==> src/hdl/depc_pkg.sv <==
`default_nettype none

package depc_pkg;

  // Kinds of character position within a date layout.
  typedef logic [1:0] slot_t;
  localparam slot_t SLOT_SEP  = 2'd0;
  localparam slot_t SLOT_DAY  = 2'd1;
  localparam slot_t SLOT_MON  = 2'd2;
  localparam slot_t SLOT_YEAR = 2'd3;

  typedef logic [2:0] layout_t;
  typedef logic [3:0] pos_t;

  // Layout codes as written to the layout register.
  localparam layout_t LAY_DDMMYY   = 3'd0;
  localparam layout_t LAY_DDMMYYYY = 3'd1;
  localparam layout_t LAY_MMDDYY   = 3'd2;
  localparam layout_t LAY_MMDDYYYY = 3'd3;
  localparam layout_t LAY_YYYYMMDD = 3'd4;
  localparam layout_t LAY_YYMMDD   = 3'd5;
  localparam layout_t LAY_SPARE6   = 3'd6;
  localparam layout_t LAY_SPARE7   = 3'd7;

  // Configuration register indexes.
  typedef logic [1:0] cfg_idx_t;
  localparam cfg_idx_t CFG_DATE_LAYOUT    = 2'd0;
  localparam cfg_idx_t CFG_SEPARATOR_CHAR = 2'd1;

  localparam layout_t LAYOUT_RESET    = 3'd0;
  localparam logic [7:0] SEP_RESET    = 8'd47;
  localparam pos_t MAX_SLOTS          = 4'd10;
  localparam pos_t POS_MAX            = 4'd15;
  localparam logic [7:0] CHAR_ZERO    = 8'h30;
  localparam logic [7:0] CHAR_NINE    = 8'h39;
  localparam logic [5:0] DAY_MAX      = 6'd31;
  localparam logic [4:0] MONTH_MAX    = 5'd12;
  localparam logic [5:0] DAY_FIRST_MAX   = 6'd3;
  localparam logic [4:0] MONTH_FIRST_MAX = 5'd1;
  localparam logic [3:0] DECIMAL_BASE = 4'd10;

  localparam pos_t LAYOUT_LEN [0:7] = '{
    4'd8, 4'd10, 4'd8, 4'd10, 4'd10, 4'd8, 4'd0, 4'd0
  };

  localparam slot_t LAYOUT_SLOTS [0:7][0:9] = '{
    '{SLOT_DAY,  SLOT_DAY,  SLOT_SEP,  SLOT_MON,  SLOT_MON,
      SLOT_SEP,  SLOT_YEAR, SLOT_YEAR, SLOT_SEP,  SLOT_SEP},
    '{SLOT_DAY,  SLOT_DAY,  SLOT_SEP,  SLOT_MON,  SLOT_MON,
      SLOT_SEP,  SLOT_YEAR, SLOT_YEAR, SLOT_YEAR, SLOT_YEAR},
    '{SLOT_MON,  SLOT_MON,  SLOT_SEP,  SLOT_DAY,  SLOT_DAY,
      SLOT_SEP,  SLOT_YEAR, SLOT_YEAR, SLOT_SEP,  SLOT_SEP},
    '{SLOT_MON,  SLOT_MON,  SLOT_SEP,  SLOT_DAY,  SLOT_DAY,
      SLOT_SEP,  SLOT_YEAR, SLOT_YEAR, SLOT_YEAR, SLOT_YEAR},
    '{SLOT_YEAR, SLOT_YEAR, SLOT_YEAR, SLOT_YEAR, SLOT_SEP,
      SLOT_MON,  SLOT_MON,  SLOT_SEP,  SLOT_DAY,  SLOT_DAY},
    '{SLOT_YEAR, SLOT_YEAR, SLOT_SEP,  SLOT_MON,  SLOT_MON,
      SLOT_SEP,  SLOT_DAY,  SLOT_DAY,  SLOT_SEP,  SLOT_SEP},
    '{SLOT_SEP,  SLOT_SEP,  SLOT_SEP,  SLOT_SEP,  SLOT_SEP,
      SLOT_SEP,  SLOT_SEP,  SLOT_SEP,  SLOT_SEP,  SLOT_SEP},
    '{SLOT_SEP,  SLOT_SEP,  SLOT_SEP,  SLOT_SEP,  SLOT_SEP,
      SLOT_SEP,  SLOT_SEP,  SLOT_SEP,  SLOT_SEP,  SLOT_SEP}
  };

  // Slot kind at a position; positions past the table read as separators,
  // which never matters because the length check fails them first.
  function automatic slot_t slot_at(input layout_t lay, input pos_t pos);
    slot_t s;
    s = SLOT_SEP;
    if (pos < MAX_SLOTS) begin
      s = LAYOUT_SLOTS[lay][pos];
    end
    return s;
  endfunction

endpackage

`default_nettype wire

==> src/hdl/date_entry_prefix_check_top.sv <==
`default_nettype none

// Channel  Handshake                   Payload                     Direction
// -------  --------------------------  --------------------------  ---------
// char     char_valid / char_ready     char_code, starts_string    in
// result   result_valid / result_ready prefix_valid                out
// cfg      cfg_valid / cfg_ready       cfg_index, cfg_data         in
//
// Each char beat produces exactly one result beat. The check of a beat is done
// in the cycle it is accepted and lands in the result register, and a new char
// beat can be taken every cycle while the result side does not stall.
// A char beat is taken whenever the result register is empty or is being
// drained in the same cycle; a stall on the result side stalls the char side.
// Reset (synchronous, active high) restores layout 0 and separator '/', and
// clears all string progress. Configuration beats are always taken.

module date_entry_prefix_check_top
  import depc_pkg::*;
(
  input  wire logic       clk,
  input  wire logic       rst,

  input  wire logic       char_valid,
  output logic            char_ready,
  input  wire logic [7:0] char_code,
  input  wire logic       starts_string,

  output logic            result_valid,
  input  wire logic       result_ready,
  output logic            prefix_valid,

  input  wire logic       cfg_valid,
  output logic            cfg_ready,
  input  wire cfg_idx_t   cfg_index,
  input  wire logic [7:0] cfg_data
);

  // Configuration registers.
  layout_t    date_layout;
  logic [7:0] separator_char;

  // String progress.
  pos_t       position;
  logic [5:0] day_value;
  logic [1:0] day_digit_count;
  logic [4:0] month_value;
  logic [1:0] month_digit_count;
  logic       failed;

  pos_t       position_next;
  logic [5:0] day_value_next;
  logic [1:0] day_digit_count_next;
  logic [4:0] month_value_next;
  logic [1:0] month_digit_count_next;
  logic       failed_next;

  logic       char_beat;
  assign cfg_ready  = 1'b1;
  assign char_ready = !result_valid || result_ready;
  assign char_beat  = char_valid && char_ready;

  // Progress as seen by this beat: a start mark wipes it first.
  pos_t       pos_cur;
  logic [5:0] day_cur;
  logic [1:0] day_cnt_cur;
  logic [4:0] mon_cur;
  logic [1:0] mon_cnt_cur;
  logic       failed_cur;

  logic       in_range;
  slot_t      slot;
  logic       is_digit;
  logic [3:0] digit;
  logic [9:0] day_acc;
  logic [8:0] mon_acc;
  logic [5:0] day_new;
  logic [4:0] mon_new;
  logic       byte_ok;

  always_comb begin
    pos_cur     = starts_string ? '0 : position;
    day_cur     = starts_string ? '0 : day_value;
    day_cnt_cur = starts_string ? '0 : day_digit_count;
    mon_cur     = starts_string ? '0 : month_value;
    mon_cnt_cur = starts_string ? '0 : month_digit_count;
    failed_cur  = starts_string ? 1'b0 : failed;

    in_range = (pos_cur < LAYOUT_LEN[date_layout]);
    slot     = slot_at(date_layout, pos_cur);
    is_digit = (char_code >= CHAR_ZERO) && (char_code <= CHAR_NINE);
    digit    = 4'(char_code - CHAR_ZERO);

    // Decimal accumulate, wrapped to the field width.
    day_acc = ({4'd0, day_cur} * {6'd0, DECIMAL_BASE}) + {6'd0, digit};
    mon_acc = ({4'd0, mon_cur} * {5'd0, DECIMAL_BASE}) + {5'd0, digit};
    day_new = day_acc[5:0];
    mon_new = mon_acc[4:0];

    day_value_next         = day_cur;
    day_digit_count_next   = day_cnt_cur;
    month_value_next       = mon_cur;
    month_digit_count_next = mon_cnt_cur;
    byte_ok                = 1'b0;

    if (!in_range) begin
      byte_ok = 1'b0;
    end else begin
      case (slot)
        SLOT_SEP: begin
          byte_ok = (char_code == separator_char);
        end
        SLOT_DAY: begin
          if (!is_digit) begin
            byte_ok = 1'b0;
          end else if (day_cnt_cur >= 2'd2) begin
            // A third digit into a full field passes and changes nothing.
            byte_ok = 1'b1;
          end else begin
            day_value_next       = day_new;
            day_digit_count_next = day_cnt_cur + 2'd1;
            if (day_cnt_cur == 2'd0) begin
              byte_ok = (day_new <= DAY_FIRST_MAX);
            end else begin
              byte_ok = (day_new >= 6'd1) && (day_new <= DAY_MAX);
            end
          end
        end
        SLOT_MON: begin
          if (!is_digit) begin
            byte_ok = 1'b0;
          end else if (mon_cnt_cur >= 2'd2) begin
            byte_ok = 1'b1;
          end else begin
            month_value_next       = mon_new;
            month_digit_count_next = mon_cnt_cur + 2'd1;
            if (mon_cnt_cur == 2'd0) begin
              byte_ok = (mon_new <= MONTH_FIRST_MAX);
            end else begin
              byte_ok = (mon_new >= 5'd1) && (mon_new <= MONTH_MAX);
            end
          end
        end
        default: begin
          // Year digits are not range checked.
          byte_ok = is_digit;
        end
      endcase
    end

    // A failed string holds its day and month progress.
    if (failed_cur) begin
      day_value_next         = day_cur;
      day_digit_count_next   = day_cnt_cur;
      month_value_next       = mon_cur;
      month_digit_count_next = mon_cnt_cur;
    end
    failed_next   = failed_cur || !byte_ok;
    position_next = (pos_cur < POS_MAX) ? pos_cur + 4'd1 : pos_cur;
  end

  always_ff @(posedge clk) begin
    if (rst) begin
      date_layout    <= LAYOUT_RESET;
      separator_char <= SEP_RESET;
    end else if (cfg_valid && cfg_ready) begin
      unique case (cfg_index)
        CFG_DATE_LAYOUT:    date_layout    <= cfg_data[2:0];
        CFG_SEPARATOR_CHAR: separator_char <= cfg_data;
        default: ;
      endcase
    end
  end

  always_ff @(posedge clk) begin
    if (rst) begin
      position          <= '0;
      day_value         <= '0;
      day_digit_count   <= '0;
      month_value       <= '0;
      month_digit_count <= '0;
      failed            <= 1'b0;
    end else if (char_beat) begin
      position          <= position_next;
      day_value         <= day_value_next;
      day_digit_count   <= day_digit_count_next;
      month_value       <= month_value_next;
      month_digit_count <= month_digit_count_next;
      failed            <= failed_next;
    end
  end

  // Result register: refilled on every char beat, emptied when taken.
  always_ff @(posedge clk) begin
    if (rst) begin
      result_valid <= 1'b0;
    end else if (char_beat) begin
      result_valid <= 1'b1;
    end else if (result_ready) begin
      result_valid <= 1'b0;
    end
  end

  always_ff @(posedge clk) begin
    if (char_beat) begin
      prefix_valid <= !failed_next;
    end
  end

  // A failed string keeps reporting invalid until a new string starts.
  assert property (@(posedge clk) disable iff (rst)
    (char_beat && !starts_string && failed) |=> (result_valid && !prefix_valid))
    else $error("failed string reported as valid");

  // Unused layout codes have no slots, so every beat fails.
  assert property (@(posedge clk) disable iff (rst)
    (char_beat && (date_layout == LAY_SPARE6 || date_layout == LAY_SPARE7))
      |=> (result_valid && !prefix_valid))
    else $error("unused layout accepted a character");

  // A digit field never counts past two digits.
  assert property (@(posedge clk) disable iff (rst)
    (day_digit_count != 2'd3) && (month_digit_count != 2'd3))
    else $error("digit count overflow");

  // A waiting result blocks new characters.
  assert property (@(posedge clk) disable iff (rst)
    (result_valid && !result_ready) |-> !char_ready)
    else $error("character taken while result is stalled");

endmodule

`default_nettype wire

==> config.mk <==
export PLATFORM = sky130hd
export DESIGN_NAME = date_entry_prefix_check_top
export DESIGN_NICKNAME = d
export VERILOG_FILES = /design/src/hdl/depc_pkg.sv /design/src/hdl/date_entry_prefix_check_top.sv
export SDC_FILE = /design/constraint.sdc
export NUM_CORES = 1
export LEC_CHECK = 0
export BUFFER_PORTS_ARGS = -buffer_cell sky130_fd_sc_hd__buf_2
export CELL_PAD_IN_SITES_DETAIL_PLACEMENT = 0
export CELL_PAD_IN_SITES_GLOBAL_PLACEMENT = 2
export CORE_ASPECT_RATIO = 1.1
export CORE_MARGIN = 10
export CORE_UTILIZATION = 31
export CTS_CLUSTER_DIAMETER = 50
export DETAILED_ROUTE_END_ITERATION = 16
export PLACE_DENSITY = 0.87
export SYNTH_ARGS = -nofsm -noshare
export SYNTH_HDL_FRONTEND = slang
export SYNTH_SLANG_ARGS = --single-unit
==> constraint.sdc <==
create_clock -name clk -period 3.4 [get_ports clk]
set_input_delay 0.51 -clock clk [delete_from_list [all_inputs] [get_ports clk]]
set_output_delay 0.51 -clock clk [all_outputs]
set_load 0.02 [all_outputs]
==> results.py <==
metrics = {
    "run_status": {
        "status": "finished, final reports clean",
    },
    "setup_path": {
        "r2r_cells": 11,
        "path_max_fanout": 6,
        "r2r_slack_ns": 0.36,
        "timing.rr.start": "date_layout[2]$_SDFFE_PP0P_",
        "crit_start": "date_layout[2]$_SDFFE_PP0P_",
        "critPathRequiredTime_ns": 3.57,
        "cp-start-kind": "flip-flop",
        "crit_path_end_kind": "flip-flop",
        "reg2reg_to": "failed$_SDFFE_PP0P_",
        "path_class": "reg -> reg",
        "worst-endpoint-arrival_ns": 3.21,
    },
    "logic_synthesis": {
        "syn_area_per_cell_sq_um": 8.139,
        "synthFlopType": "dfxtp_1",
        "async_reset_ff_share_pct": 0,
        "synth_seq_area_share_pct": 27.38,
        "synth_area_sq_um": 2303,
        "synth_fp_nets": 326,
        "ys_warn_count": 0,
        "ys_types": 56,
        "ys_ff_latch": 31,
        "synth_edf_count": 1,
        "synthCells": 283,
    },
    "timing": {
        "hold_violations": 0,
        "period_minus_slack_ns": 3.039,
        "fmax_mhz": 329.1,
        "max-slew-margin-rel_pct": 58.51,
        "fin_tns_setup_ns": 0,
        "worst_pin_slew_ns": 0.6181,
        "rsz0062_at_grt": "false",
        "fin_worst_skew_ns": 0.007439,
        "min_period_over_period_pct": 89.38,
        "finalSetupViolCount": 0,
        "slew_viol_final": 0,
    },
    "routing": {
        "num_vias": 2096,
        "wl_um": 5763,
        "avgRoutedWirePerCell_um": 14.59,
        "postRouteAntennaNets": 0,
        "dr.pass1.iters": 4,
        "drcViolationCount": 0,
        "dr.first_iter.drc_count": 88,
        "routed_via_density": 5.306,
    },
    "global_routing": {
        "grt_pass1_wl_um": 9729,
        "grt_max_degree": 27,
        "grt_overflow": 0,
        "first_global_vias": 2011,
        "antenna_found_initial": 0,
        "track_usage_pct": 10.33,
    },
    "clock_tree": {
        "clk_pin_slew_ns": 0.07,
        "cts_sinks": 31,
        "cts_tree": "built",
        "postCtsHoldBufs": 0,
        "clock_latency_ns": 0.28,
        "cts_buffer_depth": 2,
        "cts_resized": 0,
        "cts_setup_buffers": 0,
        "htree_levels": 2,
        "clock-root-buffer": "clkbuf_8",
        "cts_buffers": 5,
    },
    "layout": {
        "multi_input_area_sq_um": 1570,
        "fill_cells": 774,
        "area.growth.synth_to_final_pct": 14.18,
        "drive_gt1_share_pct": 13.55,
        "nNetsFinal": 352,
        "antenna_cells": 0,
        "regArea_sq_um": 630.6,
    },
    "floorplan": {
        "pin_count": 28,
        "die_y_um": 110.4,
        "rows": 32,
        "core_area_sq_um": 7127,
        "die_w_um": 102.2,
        "dieArea_sq_um": 11280,
        "start_util_pct": 32.32,
    },
    "pwr": {
        "power.share.sequential_pct": 43.0,
        "clkPwrFrac_pct": 42.3,
        "netSwitchingFraction_pct": 25.80,
        "comb_power_share_pct": 14.7,
        "p_per_area_nw_per_um2": 340.8,
        "ir_drop_mv": 0.1586,
        "p_leak_nw": 1.079,
        "p_total_w": 0.0008964,
        "p_int_w": 0.0006652,
        "p_sw_w": 0.0002312,
    },
    "flow_run": {
        "drv_cap": 0,
    },
    "worst_hold_path": {
        "holdPathStages": 3,
        "hp-start": "cfg_data[5]",
        "hold_end": "separator_char[5]$_SDFFE_PP1P_",
        "hold_path.class": "in -> reg",
    },
    "placement": {
        "port_buffers": 26,
        "hpwl_um": 4563,
        "place_congestion": 0.8366,
    },
}
==> cell families (layout without fill, tap and decap cells) <==
logic type      after synthesis  in the layout  synth area share [%]
mux                           5              5                 2.173
buf+inv                      24             51                 4.454
xor+xnor                     23             23                 9.072
compound gates               67             67                 19.66
other cells                   1              1                0.1628
simple gates                112            112                 26.34
flops                        31             31                 27.38
fa+ha+maj                    20             20                 10.76
==> state kept, by name, summed over array words and instances, names as in the netlist <==
| signal | cells |
|---|---|
| separator_char | 8 |
| day_value | 5 |
| month_value | 4 |
| position | 4 |
| date_layout | 3 |
| day_digit_count | 2 |
| month_digit_count | 2 |
| failed | 1 |
| prefix_valid | 1 |
| result_valid | 1 |
==> placed cells by master (no fill, tap or decap), types with 3 or more instances in the layout <==
cell type / n
nand2_1: 27
and3b_1: 3
buf_2: 26
nor2b_1: 8
a22o_1: 6
nand3_1: 3
xor2_1: 3
buf_4: 3
a31oi_1: 3
nor3b_1: 3
a211oi_1: 8
clkbuf_8: 6
nand3b_1: 8
nand2b_1: 7
or3_1: 3
o21ai_0: 9
mux2i_1: 5
nor2_1: 23
nor3_1: 9
inv_1: 14
dfxtp_1: 30
xnor2_1: 19
a21oi_1: 22
ha_1: 19
==> worst max-delay path by stage <==
stage	to	slack, ns	cells past startpoint
detailed placement	failed$_SDFFE_PP0P_	0.18	11
global route	prefix_valid$_DFFE_PP_	0.10	12
global placement	failed$_SDFFE_PP0P_	0.27	11
finish	failed$_SDFFE_PP0P_	0.36	11
floorplan	failed$_SDFFE_PP0P_	0.04	12
CTS	prefix_valid$_DFFE_PP_	0.36	12
==> synthesized netlist by cell type, drive strengths merged, types with 8 or more instances <==
cell    count  area, sq um
a211oi      8        60.06
inv        14        52.55
xnor2      19        166.4
o21ai       9        45.04
nand3b      8        60.06
nor2b       8        50.05
nand2      27        101.4
ha         19        237.7
dfxtp      30        600.6
a21oi      22        110.1
nor3        9        45.04
nor2       23        86.33
==> layer usage <==
layer / up-vias / routed length, um / track usage, %
li1: 1064 / - / -
met1: 989 / 2690 / 12.97
met5: - / 0 / 0
met4: 0 / 49 / 2.715
met3: 6 / 180 / 2.179
met2: 37 / 2843 / 17.19
==> power groups by stage <==
| stage | sequential [W] | clock [W] | combinational [W] |
|---|---|---|---|
| final | 0.000385 | 0.000379 | 0.000132 |
| after global routing | 0.000386 | 0.000399 | 0.000149 |
| after CTS | 0.000385 | 0.000389 | 0.000133 |
| after floorplan | 0.000391 | 0 | 0.0000901 |
| after global placement | 0.000393 | 0 | 0.000132 |
| after detailed placement | 0.000393 | 0 | 0.000133 |
==> cell type report <==
class                   count  area share (%)
multi-input cells         228           59.71
flip-flops and latches     31           23.98
repair buffers             29           5.804
well taps                  85           4.044
clock buffers               6           3.140
inverters                  14           1.998
clock inverters             2           1.332
==> stage by stage <==
stage	instance area (sq um)	worst slack [ns]	hold slack [ns]	cells	utilization [%]
2_1_floorplan	2303	0.03692	0.4347	283	-
3_3_place_gp	2512	0.2714	0.4572	387	35.25
3_5_place_dp	2512	0.1784	0.4633	387	35.25
4_1_cts	2630	0.3608	0.4391	395	36.90
5_1_grt	2630	0.1007	0.4420	395	36.90
6_report	2630	0.3609	0.4410	395	36.90
==> critical path, stage by stage (launching register included) <==
cell and delay, ns:
dfxtp_1 0.43, inv_1 0.15, ha_1 0.24, a211oi_1 0.23
a211oi_1 0.07, a21oi_1 0.15, o22ai_1 0.14, ha_1 0.25
o41ai_1 0.59, or3_1 0.20, a31oi_1 0.06, o41a_1 0.42
Note: power is estimated with default switching activity, not from simulation.
